### config.mk
export PLATFORM = sky130hd
export DESIGN_NAME = http_chunked_body_decoder_core
export DESIGN_NICKNAME = d
export VERILOG_FILES = /design/src/rtl/hcbd_pkg.sv /design/src/rtl/hcbd_classify.sv /design/src/rtl/http_chunked_body_decoder_core.sv
export SDC_FILE = /design/constraint.sdc
export NUM_CORES = 1
export LEC_CHECK = 0
export BUFFER_PORTS_ARGS = -buffer_cell sky130_fd_sc_hd__clkbuf_2
export CORE_UTILIZATION = 35
export DETAILED_ROUTE_END_ITERATION = 6
export HOLD_SLACK_MARGIN = 0.06
export PLACE_DENSITY = 0.6
export SLEW_MARGIN = 20
export SYNTH_ARGS = -nofsm -noshare
export SYNTH_HDL_FRONTEND = slang
export SYNTH_SLANG_ARGS = --single-unit
### constraint.sdc
create_clock -name clk -period 3.4 [get_ports clk]
set_input_delay 0.51 -clock clk [delete_from_list [all_inputs] [get_ports clk]]
set_output_delay 0.51 -clock clk [all_outputs]
set_load 0.01 [all_outputs]
### src/rtl/hcbd_pkg.sv
package hcbd_pkg;

  // Decoder phase within the chunked framing
  typedef enum logic [2:0] {
    PH_DIGITS    = 3'd0,
    PH_DIGITS_CR = 3'd1,
    PH_EXT       = 3'd2,
    PH_EXT_CR    = 3'd3,
    PH_DATA      = 3'd4,
    PH_DATA_LF   = 3'd5,
    PH_DONE      = 3'd6,
    PH_ERROR     = 3'd7
  } phase_t;

  // Framing characters
  localparam logic [7:0] CHAR_CR   = 8'h0D;
  localparam logic [7:0] CHAR_LF   = 8'h0A;
  localparam logic [7:0] CHAR_SEMI = 8'h3B;

  // Header line length limit register
  localparam int unsigned LIMIT_W = 13;
  localparam logic [LIMIT_W-1:0] LIMIT_CAP   = 13'd4096;
  localparam logic [LIMIT_W-1:0] LIMIT_RESET = 13'd1024;

  // Classification of one incoming character
  typedef struct packed {
    logic       is_hex;
    logic [3:0] hex_val;
    logic       is_cr;
    logic       is_lf;
    logic       is_semi;
  } char_class_t;

endpackage

### src/rtl/hcbd_classify.sv
module hcbd_classify (
  input  logic [7:0]                 ch,
  output hcbd_pkg::char_class_t      cls
);

  // Decode hex digits and the framing characters
  always_comb begin
    cls.is_hex  = 1'b0;
    cls.hex_val = 4'd0;
    if (ch inside {[8'h30:8'h39]}) begin
      cls.is_hex  = 1'b1;
      cls.hex_val = ch[3:0];
    end else if (ch inside {[8'h41:8'h46], [8'h61:8'h66]}) begin
      cls.is_hex  = 1'b1;
      cls.hex_val = ch[3:0] + 4'd9;
    end
    cls.is_cr   = (ch == hcbd_pkg::CHAR_CR);
    cls.is_lf   = (ch == hcbd_pkg::CHAR_LF);
    cls.is_semi = (ch == hcbd_pkg::CHAR_SEMI);
  end

endmodule

### src/rtl/http_chunked_body_decoder_core.sv
// Decodes an HTTP/1.1 chunked body one byte per clock unless stalled:
// every accepted byte gives exactly one output word, carrying the byte
// itself when it is chunk payload, plus sticky stream_done and frame_error
// flags. Header size digits (1..MAX_SIZE_DIGITS hex), ';' extensions, the
// CRLF after each payload and the final zero-size chunk are checked in a
// single registered update; the longest path is the payload down-counter
// of 4*MAX_SIZE_DIGITS bits with its zero test. The output register lets
// a new byte enter while the previous word is still held; in_stall rises
// only when that word is stalled. header_limit is written through the cfg
// port (always ready) and should only change while the decoder is idle.
module http_chunked_body_decoder_core #(
  parameter int unsigned MAX_SIZE_DIGITS = 16
) (
  input  logic                          clk,
  input  logic                          rst,
  // byte input
  input  logic                          in_valid,
  output logic                          in_stall,
  input  logic [7:0]                    in_byte,
  // result output
  output logic                          out_valid,
  input  logic                          out_stall,
  output logic [7:0]                    data_byte,
  output logic                          is_payload,
  output logic                          stream_done,
  output logic                          frame_error,
  // header_limit register write
  input  logic                          cfg_valid,
  output logic                          cfg_ready,
  input  logic [hcbd_pkg::LIMIT_W-1:0]  cfg_data
);

  localparam int unsigned SIZE_W = 4 * MAX_SIZE_DIGITS;
  localparam int unsigned DCNT_W = $clog2(MAX_SIZE_DIGITS + 1);
  localparam int unsigned HC_W   = hcbd_pkg::LIMIT_W;
  localparam logic [DCNT_W-1:0] DIGITS_MAX = DCNT_W'(MAX_SIZE_DIGITS);

  // State
  logic [HC_W-1:0]       header_limit;
  hcbd_pkg::phase_t      phase, phase_next;
  logic [SIZE_W-1:0]     size_value, size_value_next;
  logic [DCNT_W-1:0]     digit_count, digit_count_next;
  logic [HC_W-1:0]       header_count, header_count_next;
  logic [SIZE_W-1:0]     bytes_left, bytes_left_next;
  logic                  last_chunk, last_chunk_next;
  logic                  payload;

  logic                  accept;
  hcbd_pkg::char_class_t cls;
  logic [HC_W-1:0]       lim;
  logic [HC_W:0]         hc_plus1;
  logic                  cnt_full, cnt_full2, left_zero;

  assign cfg_ready = 1'b1;
  assign in_stall  = out_valid & out_stall;
  assign accept    = in_valid & ~in_stall;

  hcbd_classify u_classify (
    .ch  (in_byte),
    .cls (cls)
  );

  // Header length checks for one and for two more content bytes
  assign lim       = (header_limit > hcbd_pkg::LIMIT_CAP) ? hcbd_pkg::LIMIT_CAP : header_limit;
  assign hc_plus1  = {1'b0, header_count} + {{HC_W{1'b0}}, 1'b1};
  assign cnt_full  = (header_count >= lim);
  assign cnt_full2 = (hc_plus1 >= {1'b0, lim});
  assign left_zero = (bytes_left == '0);

  // Next phase
  always_comb begin
    phase_next = phase;
    case (phase)
      hcbd_pkg::PH_DIGITS: begin
        if (cls.is_cr || cls.is_semi) begin
          if (digit_count == '0)  phase_next = hcbd_pkg::PH_ERROR;
          else if (cls.is_cr)     phase_next = hcbd_pkg::PH_DIGITS_CR;
          else if (cnt_full)      phase_next = hcbd_pkg::PH_ERROR;
          else                    phase_next = hcbd_pkg::PH_EXT;
        end else if (!cls.is_hex || digit_count >= DIGITS_MAX || cnt_full) begin
          phase_next = hcbd_pkg::PH_ERROR;
        end
      end
      hcbd_pkg::PH_DIGITS_CR: begin
        phase_next = cls.is_lf ? hcbd_pkg::PH_DATA : hcbd_pkg::PH_ERROR;
      end
      hcbd_pkg::PH_EXT: begin
        if (cls.is_cr)       phase_next = hcbd_pkg::PH_EXT_CR;
        else if (cnt_full)   phase_next = hcbd_pkg::PH_ERROR;
      end
      hcbd_pkg::PH_EXT_CR: begin
        if (cls.is_lf)       phase_next = hcbd_pkg::PH_DATA;
        else if (cnt_full)   phase_next = hcbd_pkg::PH_ERROR;
        else if (cls.is_cr)  phase_next = hcbd_pkg::PH_EXT_CR;
        else if (cnt_full2)  phase_next = hcbd_pkg::PH_ERROR;
        else                 phase_next = hcbd_pkg::PH_EXT;
      end
      hcbd_pkg::PH_DATA: begin
        if (left_zero) begin
          phase_next = cls.is_cr ? hcbd_pkg::PH_DATA_LF : hcbd_pkg::PH_ERROR;
        end
      end
      hcbd_pkg::PH_DATA_LF: begin
        if (!cls.is_lf)      phase_next = hcbd_pkg::PH_ERROR;
        else if (last_chunk) phase_next = hcbd_pkg::PH_DONE;
        else                 phase_next = hcbd_pkg::PH_DIGITS;
      end
      hcbd_pkg::PH_DONE:  phase_next = hcbd_pkg::PH_DONE;
      default:            phase_next = hcbd_pkg::PH_ERROR;
    endcase
  end

  // Datapath updates and payload flag
  always_comb begin
    size_value_next   = size_value;
    digit_count_next  = digit_count;
    header_count_next = header_count;
    bytes_left_next   = bytes_left;
    last_chunk_next   = last_chunk;
    payload           = 1'b0;
    case (phase)
      hcbd_pkg::PH_DIGITS: begin
        if (cls.is_semi) begin
          if (digit_count != '0 && !cnt_full) header_count_next = hc_plus1[HC_W-1:0];
        end else if (!cls.is_cr && cls.is_hex && digit_count < DIGITS_MAX && !cnt_full) begin
          size_value_next   = (size_value << 4) | SIZE_W'(cls.hex_val);
          digit_count_next  = digit_count + DCNT_W'(1);
          header_count_next = hc_plus1[HC_W-1:0];
        end
      end
      hcbd_pkg::PH_DIGITS_CR, hcbd_pkg::PH_EXT_CR: begin
        if (cls.is_lf) begin
          // header done: load the payload count
          bytes_left_next   = size_value;
          last_chunk_next   = (size_value == '0);
          size_value_next   = '0;
          digit_count_next  = '0;
          header_count_next = '0;
        end else if (phase == hcbd_pkg::PH_EXT_CR && !cnt_full) begin
          // held CR counts as content, then this byte unless it is a CR
          if (!cls.is_cr && !cnt_full2) header_count_next = header_count + HC_W'(2);
          else                          header_count_next = hc_plus1[HC_W-1:0];
        end
      end
      hcbd_pkg::PH_EXT: begin
        if (!cls.is_cr && !cnt_full) header_count_next = hc_plus1[HC_W-1:0];
      end
      hcbd_pkg::PH_DATA: begin
        if (!left_zero) begin
          bytes_left_next = bytes_left - SIZE_W'(1);
          payload         = 1'b1;
        end
      end
      hcbd_pkg::PH_DATA_LF: begin
        if (cls.is_lf && !last_chunk) begin
          size_value_next   = '0;
          digit_count_next  = '0;
          header_count_next = '0;
        end
      end
      default: ;
    endcase
  end

  // Hold the header_limit register
  always_ff @(posedge clk) begin
    if (rst) begin
      header_limit <= hcbd_pkg::LIMIT_RESET;
    end else if (cfg_valid && cfg_ready) begin
      header_limit <= cfg_data;
    end
  end

  // Advance decoder state on each accepted byte
  always_ff @(posedge clk) begin
    if (rst) begin
      phase        <= hcbd_pkg::PH_DIGITS;
      size_value   <= '0;
      digit_count  <= '0;
      header_count <= '0;
      bytes_left   <= '0;
      last_chunk   <= 1'b0;
    end else if (accept) begin
      phase        <= phase_next;
      size_value   <= size_value_next;
      digit_count  <= digit_count_next;
      header_count <= header_count_next;
      bytes_left   <= bytes_left_next;
      last_chunk   <= last_chunk_next;
    end
  end

  // Output word valid flag
  always_ff @(posedge clk) begin
    if (rst) begin
      out_valid <= 1'b0;
    end else if (accept) begin
      out_valid <= 1'b1;
    end else if (!out_stall) begin
      out_valid <= 1'b0;
    end
  end

  // Load the output word
  always_ff @(posedge clk) begin
    if (accept) begin
      data_byte   <= payload ? in_byte : 8'd0;
      is_payload  <= payload;
      stream_done <= (phase_next == hcbd_pkg::PH_DONE);
      frame_error <= (phase_next == hcbd_pkg::PH_ERROR);
    end
  end

endmodule

======== Word-level counts from Yosys, hierarchy flattened ========
Index checks and enable logic that the tools add are counted.
operators by class
  equality and inequality tests ........... 21
  multipliers ............................. 0
  multiplexer cells ....................... 46
  bitwise gates (word level) .............. 4
  shift operators ......................... 0
  add/subtract/negate cells ............... 5
  reduce and logical (&&, ||, !) cells .... 33
  order comparisons ....................... 11
  divide/modulo/power cells ............... 0
operator list
  operator                                                           count
  2-to-1 mux 64 bit                                                  6
  one-hot mux 64 bit (3 select lines)                                1
  logical NOT 64 bit                                                 2
  one-hot mux 64 bit (2 select lines)                                1
  2-to-1 mux 13 bit                                                  9
  bitwise OR 64 x 4 -> 64 bit                                        1
  subtractor 64 x 1 -> 64 bit, second input constant                 1
  one-hot mux 13 bit (4 select lines)                                1
  2-to-1 mux 3 bit                                                   14
  2-to-1 mux 5 bit                                                   6
  one-hot mux 3 bit (7 select lines)                                 1
  == test 8 x 4 -> 1 bit, second input constant                      2
  greater-or-equal comparator 8 x 7 -> 1 bit, second input constant  2
  <= comparator 8 x 7 -> 1 bit, second input constant                2
  == test 3 bit, second input constant                               5
  one-hot mux 5 bit (3 select lines)                                 1
  adder 13 x 1 -> 14 bit, second input constant                      1
  greater-or-equal comparator 14 x 13 -> 1 bit                       1
  adder 13 x 2 -> 13 bit, second input constant                      1
  greater-or-equal comparator 13 bit                                 1
  greater-than comparator 13 bit, second input constant              1
  != test 2 bit, second input constant                               6
  logical AND 1 bit                                                  11
  != test 3 bit, second input constant                               3
  27 further kinds                                                   40
word-level totals
  RAM bits ................................ 0
  bits in latches ......................... 0
  register bits after elaboration ......... 175
  word-level logic and storage cells ...... 132
  output and inout bits ................... 14
  input port bits ......................... 26
  memories kept ........................... 0
  ROM bits ................................ 0

======== Logic depth before layout (Yosys ltp) ========
  word-level depth ........................ 12
  depth in mapped cells ................... 15
  mapped depth without buffers ............ 14

======== Modules after synthesis ========
A second synthesis with hierarchy kept.
unflattened totals
  cell total of the unflattened synthesis .. 1177
  area total of the unflattened synthesis .. 9851.9 sq um
by module, submodules not included
  module                          sequential area each (sq um)  cells each  instances  area an instance (sq um)
  http_chunked_body_decoder_core  3613.5                        1146        1          9610.5
  hcbd_classify                   0.0                           31          1          241.5

======== Least setup slack after synthesis ========
No wires, ideal clock.
  path type ............................... reg-to-reg
  start ................................... register header_count[0]
  end ..................................... register header_count[2]
  period minus slack after synthesis ...... 3.531 ns
  library setup time ...................... 0.117 ns
  path slack .............................. -0.131 ns
  buffers on the path ..................... 1
  cell stages (with the launch flop) ...... 16
  arrival time ............................ 3.414 ns
  required time ........................... 3.283 ns
  cell sequence ........................... dfxtp_1 -> ha_1 -> nand3_1 -> inv_1 -> nand2_1 -> nor2_1 -> nand3_1 -> xnor2_1 -> ha_1 -> nand3_1 -> a2111oi_0 -> or4b_2 -> clkbuf_1 -> inv_1 -> a32o_1 -> a32o_1
on the way
  word-level cells in the longest chain between the ends .. 8
  elaborated cells between the ends (all ways) .. 24
  those cells by class .................... 2 x add/sub; 2 x order compare; 4 x eq/ne; 8 x mux; 8 x reduce/logical
ends and longest elaborated chain
  what                                          RTL line                               RTL
  start, declared                               http_chunked_body_decoder_core.sv:43   logic [HC_W-1:0] header_count, header_count_next;
  start signal, assigned                        http_chunked_body_decoder_core.sv:187  header_count <= header_count_next;
  adder 13 x 1 -> 14 bit                        http_chunked_body_decoder_core.sv:65   assign hc_plus1 = {1'b0, header_count} + {{HC_W{1'b0}}, 1'b1};
  greater-or-equal comparator 14 x 13 -> 1 bit  http_chunked_body_decoder_core.sv:67   assign cnt_full2 = (hc_plus1 >= {1'b0, lim});
  logical NOT 1 bit                             http_chunked_body_decoder_core.sv:141  if (!cls.is_cr && !cnt_full2) header_count_next = header_count + HC_W'(2);
  logical AND 1 bit                             http_chunked_body_decoder_core.sv:141
  2-to-1 mux 13 bit                             http_chunked_body_decoder_core.sv:141
  2-to-1 mux 13 bit                             http_chunked_body_decoder_core.sv:139  end else if (phase == hcbd_pkg::PH_EXT_CR && !cnt_full) begin
  2-to-1 mux 13 bit                             http_chunked_body_decoder_core.sv:132  if (cls.is_lf) begin
  one-hot mux 13 bit (4 select lines)           http_chunked_body_decoder_core.sv:121  case (phase)
Several ways; a longest one is shown, not always the timed one. The select of a mux whose other input is x is not followed.
A chain may end at the register's enable or synchronous reset.

======== Worst setup path in the final report ========
  start ................................... register header_count[1]
  end ..................................... register header_count[11]
Same word-level chain as after synthesis.

==> summary.md <==
| Metric | Value |
|---|---|
| Setup crit end kind | `flip-flop` |
| Antenna diode count | `0` |
| Post-synth EDFFs | `11` |
| Post-route minimum period | `3.25 ns` |
| Most instantiated library cell after synthesis | `nor2_1` |
| Number of DRC markers in iteration 0 | `754` |
| Die height | `171 um` |
| Routed len/inst | `16.8 um` |
| Period utilization | `95.7%` |
| Die X | `171 um` |
| Register area | `3620 um2` |
| Tot GR Track Use | `19.3%` |
| Hold slack | `0.287 ns` |
| Arrival time worst endpoint | `3.64 ns` |
| Fmax | `307 MHz` |
| Post-synthesis async set-or-reset flop share | `0%` |
| R2r startpoint | `header_count[1]` |
| Final hold vios | `0` |
| Buffers on Ports | `38` |
| Placed insts | `1,617` |
| Die area | `29,200 um2` |
| Clock Path Buffers | `2` |
| # nets final | `1,318` |
| # DRC | `0` |
| Vias post-DR | `9,274` |
| Slew @ Worst Pin | `0.783 ns` |
| Worst Hold Path EP | `out_valid` |
| Syn_nets | `1,281` |
| Final HPWL DP | `19.2 mm` |
| Synth top area cells | `dfxtp_1 (33%), mux2i_1 (7.5%), nor2_1 (6.9%), ha_1 (4.4%), o21ai_0 (4.1%)` |
| CP Class | `reg -> reg` |
| Initial core utilization | `35.8%` |
| Post-Route Setup TNS | `0 ns` |
| Area Overhead vs Synth | `15.5%` |
| # fillers | `2,829` |
| Ys flop type | `dfxtp_1` |
| Yosys top cell area share | `32.8%` |
| Finished Layout Cells | `1,648` |
| Final Max Tran Viols | `0` |
| Total CTS buffers | `17` |
| Worst EP required | `3.79 ns` |
| Hold path cells | `2` |
| Number of global-route vias before repair | `8,556` |
| Footprint of the multi-input gates | `6030 um2` |
| Routed wire length | `27.7 mm` |
| Initial antenna violation count | `0` |
| Final setup vio count | `0` |
| Lkg Pwr | `4.25 nW` |
| Post-Syn Instances | `1,220` |
| Reg2reg end | `header_count[11]` |
| Sequential fraction of the synthesis area | `36.1%` |
| Peak fanout along the critical path | `5` |
| Worst Skew | `0.0148 ns` |
| Clk_lat worst skew | `0.45 ns` |
| Worst Min Path Start | `in_valid` |
| Share of layout cells above drive strength 1 | `14.5%` |
| Relative slew slack | `47.6%` |
| Status | `finished, final reports clean` |
| Synthesized area | `10000 um2` |
| First-pass GRT wire length | `44.9 mm` |
| Clock slew at reported path FFs | `0.08 ns` |
| Root buf cell | `clkbuf_16` |
| Setup slack after layout | `0.146 ns` |
| Remaining Overflow, GRT | `0` |
| Largest area contributor in the netlist | `dfxtp_1` |
| Pwr per Cell Area | `494 nW/um2` |
| CTS tree | `yes` |
| CTS hold repair buffers | `0` |
| Pre-CTS setup slack | `-0.0934 ns` |
| Avg Vias per Cell | `5.63` |
| Pre-Repair DR Iteration Count | `5` |
| Post-route ant nets | `0` |
| Core area | `27,900 um2` |
| CP startpoint kind | `flip-flop` |
| # clock sinks | `175` |
| #FFs+latches synth | `175` |
| Syn_area_per_cell | `8.20 um2` |
| RSZ-0062 raised after global routing | `yes` |
| Synthesis Warnings | `0` |
| I/O pin count | `40` |
| Top cells by count, synth | `nor2_1 (184), dfxtp_1 (164), nand2_1 (97)` |
| Flop2flop setup slack | `0.15 ns` |
| Worst hold path class | `in -> reg` |
| FF-to-FF path depth | `12` |
| VDD IR max | `0.384 mV` |
| Site row count | `61` |
| Final RePlAce weighted congestion | `0.917` |
| CTS HTree Levels | `4` |
| Setup repair bufs after CTS | `0` |
| Post-synth cell types | `85` |
| Max Cap Violations | `0` |
| Largest net degree at the start of global routing | `75` |
cell families after synthesis:
kind of cell / count (synthesis) / share of synthesized area [%]
AO/OA/AOI/OAI: 328 / 22.3
XOR/XNOR: 15 / 1.31
adder cells (fa/ha/maj): 35 / 4.38
buffers and inverters: 111 / 4.84
flip-flops: 175 / 36.1
multiplexers: 76 / 7.62
other: 1 / 0.0375
AND/OR/NAND/NOR: 479 / 23.4
worst max path at each step:
stage	slack (ns)	startpoint	endpoint	depth (start not counted)
floorplan	-0.02	header_count[0]	header_count[2]	15
global placement	-0.08	header_limit[12]	header_count[12]	11
detailed placement	-0.09	header_count[1]	header_count[6]	14
CTS	0.02	header_count[2]	header_count[11]	13
global route	-0.02	header_count[1]	header_count[11]	12
finish	0.15	header_count[1]	header_count[11]	12
final cells by class:
cell class / instances / area share [%]
Clock inverter: 15 / 1.44
Timing Repair Buffer: 98 / 6.22
Sequential cell: 175 / 31.3
Inverter: 31 / 1.01
Multi-Input combinational cell: 934 / 52.2
Tap cell: 378 / 4.10
Clock buffer: 17 / 3.68
worst max-delay path, cell delays in order (launching register included):
cell	delay (ns)
dfxtp_2	0.36
ha_2	0.19
and3_1	0.17
nand2_1	0.07
xnor2_1	0.13
ha_1	0.34
and2_1	0.22
a221oi_4	0.28
a2111oi_4	0.14
o31ai_2	0.29
or4bb_1	0.43
or4_1	0.40
a31oi_1	0.16
sequential cells by signal (all words and copies together), names as in the netlist:
| signal | count |
|---|---|
| frame_error | 1 |
| phase | 3 |
| digit_count | 5 |
| stream_done | 1 |
| size_value | 64 |
| header_count | 13 |
| last_chunk | 1 |
| out_valid | 1 |
| data_byte | 8 |
| bytes_left | 64 |
| is_payload | 1 |
| header_limit | 13 |
cell usage in the layout, fill, tap and decap left out, types with 10 or more instances in the layout:
cell       instances
nor4_1            34
a21oi_1           74
nand4_1           18
o22ai_1           10
a211oi_1          12
mux2i_1           75
nor3_1            31
a22oi_1           15
o21ai_0           81
nand3_1           30
a32o_1            13
buf_4             55
nor2_1           182
xnor2_1           11
clkbuf_16         17
nand2_1           96
clkbuf_2          37
and2_1            12
ha_1              34
inv_1             30
o211ai_1          10
dfxtp_1          162
or3_1             12
edfxtp_1          11
metrics by stage:
stage / cell area [um2] / power, W / utilization, %
after floorplan: 10000 / 0.00322 / -
after global routing: 11500 / 0.00599 / 41.3
after global placement: 10900 / 0.00371 / 38.9
after CTS: 11500 / 0.00573 / 41.1
final: 11500 / 0.00571 / 41.3
after detailed placement: 10900 / 0.00371 / 38.9
metal layers:
layer	GRT usage [%]	part of all wire, %	vias to the layer above
met4	6.83	2.2	0
li1	-	-	4598
met2	31.2	46	233
met5	0	0	-
met1	25.7	47	4398
met3	3.40	4.4	45
timing repair:
| action | 4_1_cts | 5_1_grt |
|---|---|---|
| setup endpoints to repair | 10 | 61 |
| pin swaps | 0 | 7 |
| resized for setup | 5 | 18 |
power by group:
part | switching (W) | leakage (nW) | internal [W]
Clock | 0.000963 | 0.289 | 0.00105
Combinational | 0.000967 | 2.53 | 0.000531
Sequential | 0.0000617 | 1.44 | 0.00214
Total | 0.00199 | 4.25 | 0.00372
(Power assumes the default switching activity.)
